## src/rtl/pwdf_pkg.sv

```systemverilog
// Package for the power-weighted dominant frequency block.
// Holds field widths, divider control types and shared constants.
// No dependencies.
package pwdf_pkg;

   localparam int ELEC_W     = 6;
   localparam int BAND_W     = 3;
   localparam int FREQ_W     = 14;
   localparam int AMP_W      = 12;
   localparam int SQ_W       = 2 * AMP_W;
   localparam int PROD_W     = FREQ_W + SQ_W;
   localparam int POWER_W    = 27;
   localparam int WEIGHTED_W = 41;
   localparam int TOTAL_W    = 21;
   localparam int DIV_CNT_W  = 6;

   localparam logic [DIV_CNT_W-1:0] STEPS_DOMINANT = DIV_CNT_W'(WEIGHTED_W);
   localparam logic [DIV_CNT_W-1:0] STEPS_BASELINE = DIV_CNT_W'(TOTAL_W);

   localparam logic OP_CLEAR  = 1'b0;
   localparam logic OP_SAMPLE = 1'b1;

   localparam logic KIND_ELECTRODE = 1'b0;
   localparam logic KIND_BASELINE  = 1'b1;

   typedef struct packed {
      logic                 start;
      logic [DIV_CNT_W-1:0] steps;
   } div_ctrl_type;

endpackage

```

## src/rtl/power_weighted_dominant_frequency.sv

```systemverilog
// Power-weighted dominant frequency per electrode with an overall baseline.
// A band sample that does not complete an electrode runs the square and accumulate states
// and returns to idle. A completing sample then runs a 41-step divide for its result; a
// baseline follows from the shared divider once that result is taken and all are done.
// Clear and ignored requests stay in idle. Synchronous reset clears control state, sums,
// done mask and result valid; the value store needs no clearing: the done mask gates reads.
module power_weighted_dominant_frequency #(
   parameter int ELECTRODES = 21,
   parameter int BANDS      = 4
) (
   input  logic                                clock,
   input  logic                                reset,
   input  logic                                req_valid,
   output logic                                req_stall,
   input  logic                                req_opcode,
   input  logic [pwdf_pkg::ELEC_W-1:0]         req_electrode,
   input  logic [pwdf_pkg::BAND_W-1:0]         req_band,
   input  logic [pwdf_pkg::FREQ_W-1:0]         req_band_frequency,
   input  logic [pwdf_pkg::AMP_W-1:0]          req_band_amplitude,
   output logic                                rsp_valid,
   input  logic                                rsp_stall,
   output logic                                rsp_kind,
   output logic [pwdf_pkg::ELEC_W-1:0]         rsp_source_electrode,
   output logic [pwdf_pkg::FREQ_W-1:0]         rsp_frequency_value,
   output logic                                rsp_zero_power,
   output logic                                rsp_last
);

   localparam int ELEC_AW = (ELECTRODES > 1) ? $clog2(ELECTRODES) : 1;
   localparam logic [pwdf_pkg::ELEC_W:0]       ELEC_LIM  = (pwdf_pkg::ELEC_W+1)'(ELECTRODES);
   localparam logic [pwdf_pkg::BAND_W:0]       BAND_LIM  = (pwdf_pkg::BAND_W+1)'(BANDS);
   localparam logic [pwdf_pkg::BAND_W-1:0]     LAST_BAND = pwdf_pkg::BAND_W'(BANDS - 1);
   localparam logic [pwdf_pkg::POWER_W-1:0]    ELEC_DIV  = pwdf_pkg::POWER_W'(ELECTRODES);

   typedef enum logic [3:0] {
      ST_IDLE, ST_SQUARE, ST_ACCUM, ST_DIV_LOAD, ST_DIVIDE,
      ST_UPDATE, ST_EMIT_EL, ST_BASE_DIV, ST_EMIT_BASE
   } state_type;

   state_type                             state_ff, state_in;
   logic [pwdf_pkg::ELEC_W-1:0]           elec_ff, elec_in;
   logic [pwdf_pkg::BAND_W-1:0]           band_ff, band_in;
   logic [pwdf_pkg::FREQ_W-1:0]           freq_ff, freq_in;
   logic [pwdf_pkg::AMP_W-1:0]            amp_ff, amp_in;
   logic [pwdf_pkg::SQ_W-1:0]             sq_ff, sq_in;
   logic [pwdf_pkg::POWER_W-1:0]          power_ff, power_in;
   logic [pwdf_pkg::WEIGHTED_W-1:0]       weighted_ff, weighted_in;
   logic [ELECTRODES-1:0]                 done_ff, done_in;
   logic [pwdf_pkg::TOTAL_W-1:0]          total_ff, total_in;
   logic                                  all_done_ff, all_done_in;
   logic                                  rsp_valid_ff, rsp_valid_in;
   logic                                  rsp_kind_ff, rsp_kind_in;
   logic [pwdf_pkg::ELEC_W-1:0]           rsp_src_ff, rsp_src_in;
   logic [pwdf_pkg::FREQ_W-1:0]           rsp_value_ff, rsp_value_in;
   logic                                  rsp_zp_ff, rsp_zp_in;
   logic                                  rsp_last_ff, rsp_last_in;

   logic [pwdf_pkg::PROD_W-1:0]           prod;
   logic [ELEC_AW-1:0]                    addr;
   logic                                  ram_we;
   logic [pwdf_pkg::FREQ_W-1:0]           ram_wdata;
   logic [pwdf_pkg::FREQ_W-1:0]           ram_rdata;
   pwdf_pkg::div_ctrl_type                div_ctrl;
   logic [pwdf_pkg::WEIGHTED_W-1:0]       div_dividend;
   logic [pwdf_pkg::POWER_W-1:0]          div_divisor;
   logic                                  div_busy;
   logic [pwdf_pkg::WEIGHTED_W-1:0]       div_quot;
   logic                                  zero_pwr;
   logic [pwdf_pkg::FREQ_W-1:0]           value;
   logic [pwdf_pkg::FREQ_W-1:0]           old_value;
   logic                                  in_range;

   assign prod      = freq_ff * sq_ff;
   assign addr      = elec_ff[ELEC_AW-1:0];
   assign zero_pwr  = (power_ff == '0);
   assign value     = zero_pwr ? '0 : div_quot[pwdf_pkg::FREQ_W-1:0];
   assign old_value = done_ff[addr] ? ram_rdata : '0;
   assign in_range  = ({1'b0, req_electrode} < ELEC_LIM) && ({1'b0, req_band} < BAND_LIM);

   always_comb begin
      state_in     = state_ff;
      elec_in      = elec_ff;
      band_in      = band_ff;
      freq_in      = freq_ff;
      amp_in       = amp_ff;
      sq_in        = sq_ff;
      power_in     = power_ff;
      weighted_in  = weighted_ff;
      done_in      = done_ff;
      total_in     = total_ff;
      all_done_in  = all_done_ff;
      rsp_valid_in = rsp_valid_ff;
      rsp_kind_in  = rsp_kind_ff;
      rsp_src_in   = rsp_src_ff;
      rsp_value_in = rsp_value_ff;
      rsp_zp_in    = rsp_zp_ff;
      rsp_last_in  = rsp_last_ff;
      ram_we       = 1'b0;
      ram_wdata    = value;
      div_ctrl     = '0;
      div_dividend = weighted_ff;
      div_divisor  = power_ff;
      case (state_ff)
         ST_IDLE: begin
            if (req_valid) begin
               elec_in = req_electrode;
               band_in = req_band;
               freq_in = req_band_frequency;
               amp_in  = req_band_amplitude;
               if (req_opcode == pwdf_pkg::OP_CLEAR) begin
                  power_in    = '0;
                  weighted_in = '0;
                  done_in     = '0;
                  total_in    = '0;
               end else if (in_range) begin
                  state_in = ST_SQUARE;
               end
            end
         end
         ST_SQUARE: begin
            sq_in    = amp_ff * amp_ff;
            state_in = ST_ACCUM;
         end
         ST_ACCUM: begin
            power_in = ((band_ff == '0) ? '0 : power_ff)
                     + {{(pwdf_pkg::POWER_W - pwdf_pkg::SQ_W){1'b0}}, sq_ff};
            weighted_in = ((band_ff == '0) ? '0 : weighted_ff)
                        + {{(pwdf_pkg::WEIGHTED_W - pwdf_pkg::PROD_W){1'b0}}, prod};
            state_in = (band_ff == LAST_BAND) ? ST_DIV_LOAD : ST_IDLE;
         end
         ST_DIV_LOAD: begin
            div_ctrl.start = 1'b1;
            div_ctrl.steps = pwdf_pkg::STEPS_DOMINANT;
            state_in       = ST_DIVIDE;
         end
         ST_DIVIDE: begin
            if (!div_busy) begin
               state_in = ST_UPDATE;
            end
         end
         ST_UPDATE: begin
            ram_we        = 1'b1;
            done_in       = done_ff;
            done_in[addr] = 1'b1;
            all_done_in   = &done_in;
            total_in      = total_ff
                          - {{(pwdf_pkg::TOTAL_W - pwdf_pkg::FREQ_W){1'b0}}, old_value}
                          + {{(pwdf_pkg::TOTAL_W - pwdf_pkg::FREQ_W){1'b0}}, value};
            rsp_valid_in  = 1'b1;
            rsp_kind_in   = pwdf_pkg::KIND_ELECTRODE;
            rsp_src_in    = elec_ff;
            rsp_value_in  = value;
            rsp_zp_in     = zero_pwr;
            rsp_last_in   = ~all_done_in;
            state_in      = ST_EMIT_EL;
         end
         ST_EMIT_EL: begin
            if (!rsp_stall) begin
               rsp_valid_in = 1'b0;
               if (all_done_ff) begin
                  div_ctrl.start = 1'b1;
                  div_ctrl.steps = pwdf_pkg::STEPS_BASELINE;
                  div_dividend   = {total_ff,
                                    {(pwdf_pkg::WEIGHTED_W - pwdf_pkg::TOTAL_W){1'b0}}};
                  div_divisor    = ELEC_DIV;
                  state_in       = ST_BASE_DIV;
               end else begin
                  state_in = ST_IDLE;
               end
            end
         end
         ST_BASE_DIV: begin
            if (!div_busy) begin
               rsp_valid_in = 1'b1;
               rsp_kind_in  = pwdf_pkg::KIND_BASELINE;
               rsp_src_in   = '0;
               rsp_value_in = div_quot[pwdf_pkg::FREQ_W-1:0];
               rsp_zp_in    = 1'b0;
               rsp_last_in  = 1'b1;
               state_in     = ST_EMIT_BASE;
            end
         end
         ST_EMIT_BASE: begin
            if (!rsp_stall) begin
               rsp_valid_in = 1'b0;
               state_in     = ST_IDLE;
            end
         end
         default: begin
            state_in = ST_IDLE;
         end
      endcase
   end

   always_ff @(posedge clock) begin
      if (reset) begin
         state_ff     <= ST_IDLE;
         power_ff     <= '0;
         weighted_ff  <= '0;
         done_ff      <= '0;
         total_ff     <= '0;
         all_done_ff  <= 1'b0;
         rsp_valid_ff <= 1'b0;
      end else begin
         state_ff     <= state_in;
         power_ff     <= power_in;
         weighted_ff  <= weighted_in;
         done_ff      <= done_in;
         total_ff     <= total_in;
         all_done_ff  <= all_done_in;
         rsp_valid_ff <= rsp_valid_in;
      end
      elec_ff      <= elec_in;
      band_ff      <= band_in;
      freq_ff      <= freq_in;
      amp_ff       <= amp_in;
      sq_ff        <= sq_in;
      rsp_kind_ff  <= rsp_kind_in;
      rsp_src_ff   <= rsp_src_in;
      rsp_value_ff <= rsp_value_in;
      rsp_zp_ff    <= rsp_zp_in;
      rsp_last_ff  <= rsp_last_in;
   end

   pwdf_ram #(
      .WIDTH (pwdf_pkg::FREQ_W),
      .DEPTH (ELECTRODES)
   ) u_store (
      .clock   (clock),
      .wr_en   (ram_we),
      .wr_addr (addr),
      .wr_data (ram_wdata),
      .rd_addr (addr),
      .rd_data (ram_rdata)
   );

   pwdf_div u_div (
      .clock    (clock),
      .reset    (reset),
      .ctrl     (div_ctrl),
      .dividend (div_dividend),
      .divisor  (div_divisor),
      .busy     (div_busy),
      .quotient (div_quot)
   );

   assign req_stall            = (state_ff != ST_IDLE);
   assign rsp_valid            = rsp_valid_ff;
   assign rsp_kind             = rsp_kind_ff;
   assign rsp_source_electrode = rsp_src_ff;
   assign rsp_frequency_value  = rsp_value_ff;
   assign rsp_zero_power       = rsp_zp_ff;
   assign rsp_last             = rsp_last_ff;

endmodule

```

## src/rtl/pwdf_ram.sv

```systemverilog
// Generic single-port-write, single-port-read RAM with registered read data.
// Parameters set width and depth. No dependencies.
module pwdf_ram #(
   parameter int WIDTH = 14,
   parameter int DEPTH = 21
) (
   input  logic                                    clock,
   input  logic                                    wr_en,
   input  logic [((DEPTH > 1) ? $clog2(DEPTH) : 1)-1:0] wr_addr,
   input  logic [WIDTH-1:0]                        wr_data,
   input  logic [((DEPTH > 1) ? $clog2(DEPTH) : 1)-1:0] rd_addr,
   output logic [WIDTH-1:0]                        rd_data
);

   logic [WIDTH-1:0] mem_ff [DEPTH];
   logic [WIDTH-1:0] rd_data_ff;

   always_ff @(posedge clock) begin
      if (wr_en) begin
         mem_ff[wr_addr] <= wr_data;
      end
      rd_data_ff <= mem_ff[rd_addr];
   end

   assign rd_data = rd_data_ff;

endmodule

```

## src/rtl/pwdf_div.sv

```systemverilog
// Shared restoring divider, one quotient bit per cycle.
// The number of steps is chosen at start; the dividend is taken MSB first.
// Depends on pwdf_pkg.
module pwdf_div (
   input  logic                                clock,
   input  logic                                reset,
   input  pwdf_pkg::div_ctrl_type              ctrl,
   input  logic [pwdf_pkg::WEIGHTED_W-1:0]     dividend,
   input  logic [pwdf_pkg::POWER_W-1:0]        divisor,
   output logic                                busy,
   output logic [pwdf_pkg::WEIGHTED_W-1:0]     quotient
);

   logic                                busy_ff;
   logic [pwdf_pkg::DIV_CNT_W-1:0]      cnt_ff;
   logic [pwdf_pkg::WEIGHTED_W-1:0]     num_ff;
   logic [pwdf_pkg::POWER_W-1:0]        den_ff;
   logic [pwdf_pkg::POWER_W-1:0]        rem_ff;
   logic [pwdf_pkg::WEIGHTED_W-1:0]     quot_ff;
   logic [pwdf_pkg::POWER_W:0]          shifted;
   logic [pwdf_pkg::POWER_W+1:0]        diff;
   logic                                fits;

   assign shifted = {rem_ff, num_ff[pwdf_pkg::WEIGHTED_W-1]};
   assign diff    = {1'b0, shifted} - {2'b00, den_ff};
   assign fits    = ~diff[pwdf_pkg::POWER_W+1];

   always_ff @(posedge clock) begin
      if (reset) begin
         busy_ff <= 1'b0;
      end else if (ctrl.start) begin
         busy_ff <= 1'b1;
         cnt_ff  <= ctrl.steps;
         num_ff  <= dividend;
         den_ff  <= divisor;
         rem_ff  <= '0;
         quot_ff <= '0;
      end else if (busy_ff) begin
         num_ff  <= {num_ff[pwdf_pkg::WEIGHTED_W-2:0], 1'b0};
         rem_ff  <= fits ? diff[pwdf_pkg::POWER_W-1:0] : shifted[pwdf_pkg::POWER_W-1:0];
         quot_ff <= {quot_ff[pwdf_pkg::WEIGHTED_W-2:0], fits};
         cnt_ff  <= cnt_ff - 1'b1;
         if (cnt_ff == pwdf_pkg::DIV_CNT_W'(1)) begin
            busy_ff <= 1'b0;
         end
      end
   end

   assign busy     = busy_ff;
   assign quotient = quot_ff;

endmodule

```

## config.mk

```make
export PLATFORM = sky130hd
export DESIGN_NAME = power_weighted_dominant_frequency
export DESIGN_NICKNAME = d
export VERILOG_FILES = /design/src/rtl/pwdf_pkg.sv /design/src/rtl/power_weighted_dominant_frequency.sv /design/src/rtl/pwdf_ram.sv /design/src/rtl/pwdf_div.sv
export SDC_FILE = /design/constraint.sdc
export NUM_CORES = 2
export LEC_CHECK = 0
export CAP_MARGIN = 20
export CORE_ASPECT_RATIO = 0.8
export CORE_MARGIN = 2
export CORE_UTILIZATION = 40
export CTS_BUF_LIST = sky130_fd_sc_hd__clkbuf_8 sky130_fd_sc_hd__clkbuf_16
export DETAILED_ROUTE_END_ITERATION = 12
export DONT_BUFFER_PORTS = 1
export SYNTH_ARGS = -nofsm -noshare
export SYNTH_HDL_FRONTEND = slang
export SYNTH_HIERARCHICAL = 1
export SYNTH_SLANG_ARGS = --single-unit
export TNS_END_PERCENT = 30
```

## constraint.sdc

```tcl
create_clock -name clock -period 27.4 [get_ports clock]
set_clock_uncertainty 0.1 [all_clocks]
set_input_delay 5.48 -clock clock [delete_from_list [all_inputs] [get_ports clock]]
set_output_delay 5.48 -clock clock [all_outputs]
set_load 0.02 [all_outputs]
```

==> impl_metrics.toml <==
[route]
first_iter_violations = 2177
ant_nets = 0
drc_errors = 0
routed_wl_mm = 102
avgRoutedWirePerCell_microns = 18.7
num_vias = 28800
viasPerCell = 5.27
drtPass1Iterations = 7

[setup_path]
crit_arrival_ps = 8860
critPathKind = "in -> reg"
start_kind = "input port"
end_kind = "register"
worstPathCellList = "or3_2 > buf_4 > inv_1 > or2_4 > nor2_1 > nor2_4 > buf_4"
cpLargestDelayFamily = "simple AND/OR/NAND/NOR gates"
critical_path_required_ps = 27570
r2r_cells = 22
critPathMaxStageDelay_ps = 760
slowest_stage = "nor2_4"
path_depth = 7
critPathMaxFanout = 89
crit_top_cell = "buf_4"
crit_buf_inv = 3

[timing]
fin_crit_ps = 8690
worst_pin_slew_ps = 1110
fin_tns_setup_ps = 0
max_slew_margin_pct = 25.7
finalMaxSlewViolations = 0
setup_ws_ps = 18710
rsz0062_at_grt = "no"
fmax_ghz = 0.115
hold_viol = 0
timing.final.crit_share_pct = 31.7
setup_viol = 0

[placed_design]
post-place-ws_ps = 17950
port_buffers = 0
gp_congestion = 0.871
dp_hpwl_mm = 74.0
placed_area_sq_um = 45700

[clock_tree]
cts.sinks = 621
cts_setup_buffers = 0
htree_levels = 3
cts_tree = "done"
cts_made_buffers = 71
clockBufferDepth = 3
worstSkewPairLatency_ps = 670
path_clk_slew_ps = 60
clock_tree.root_cell = "clkbuf_16"
hold_buffers = 0
cts_resized = 0

[floorplanning]
fp.coreArea_sq_um = 110000
initial_utilization_pct = 40.2
dieArea_sq_um = 113000
die_w_microns = 376
num_rows = 109
die_height_microns = 302
io_pins = 65

[min_path]
holdCritPathClass = "reg -> reg"
hold-path-cell-count = 2

[final_layout]
final_cell_mix = "571 x inv_1, 490 x edfxtp_1, 384 x fa_1, 372 x and2_1, 337 x nand2_1"
layout-drive-gt1-share_pct = 7.48
fillerInstances = 10300
stdcell_area_sq_um = 48200
area.growth.synth_to_final_pct = 8.70
multi_input_area_sq_um = 24200
final_common_cell = "inv_1"
nets = 4620
ff_latch_area_sq_um = 17300

[synthesis]
syn_avg_cell_area_sq_um = 11.0
yosysWarningCount = 6
syn-instance-count = 4026
syn-cell-area_sq_um = 44300

[grt]
grt_pass1_vias = 29000
antenna_found_initial = 3
grt_max_degree = 90
grt_pass1_wl_mm = 164
grt_usage_pct = 18.4
grt.overflow.total = 0

[run]
cap_violations = 0

[outcome]
status = "finished clean"
## stage by stage
step	utilization [%]	cells	hold slack (ps)
global placement	41.4	5322	341
CTS	43.7	5452	359
detailed placement	41.4	5322	349
floorplan	-	4031	330
global route	43.7	5455	372
finish	43.7	5456	356
## path summary, 6_finish.rpt
kind	to	slack, ps	from
hold reg to reg	total_ff[9]$_SDFFE_PP0P_	360	total_ff[9]$_SDFFE_PP0P_
setup reg to reg	weighted_ff[40]$_SDFFE_PP0P_	19780	band_ff[2]$_DFFE_PP_
hold / removal	total_ff[9]$_SDFFE_PP0P_	360	total_ff[9]$_SDFFE_PP0P_
setup / recovery	u_div/num_ff[11]$_DFFE_PP_	18710	rsp_stall
## layer usage
metal | up-vias | part of all wire (%) | GRT usage [%]
met5 | - | 0.030 | 0
met3 | 102 | 6.1 | 3.38
met1 | 14500 | 49 | 27.7
met2 | 693 | 44 | 27.9
met4 | 4 | 1.4 | 3.50
li1 | 13400 | - | -
## area by class of cell
class	count	share of cell area (%)
Tap cell	1443	3.75
Clock inverter	51	1.15
Timing Repair Buffer	33	0.530
Clock buffer	79	3.99
Multi-Input combinational cell	2670	50.2
Inverter	558	4.35
Antenna cell	1	0.00520
Sequential cell	621	36.0
## worst reg2reg max path, delay by kind of cell, from the launching register on
kind	cells	cell delay, ps
compound gates	5	1740
buf+inv	5	530
flops	1	440
simple gates	4	1080
xor+xnor	1	210
fa+ha+maj	7	3390
## flip-flops by register name (all words and copies together), names as in the netlist, 21 cells and up
signal and count:
u_div/den_ff 27, done_ff 21, weighted_ff 41, total_ff 21
power_ff 27, sq_ff 23, u_div/num_ff 41, u_div/rem_ff 27
u_store/mem_ff 294
Power is not shown: default switching activity piles up to over one toggle a cycle in this logic, so the estimate is an artifact.
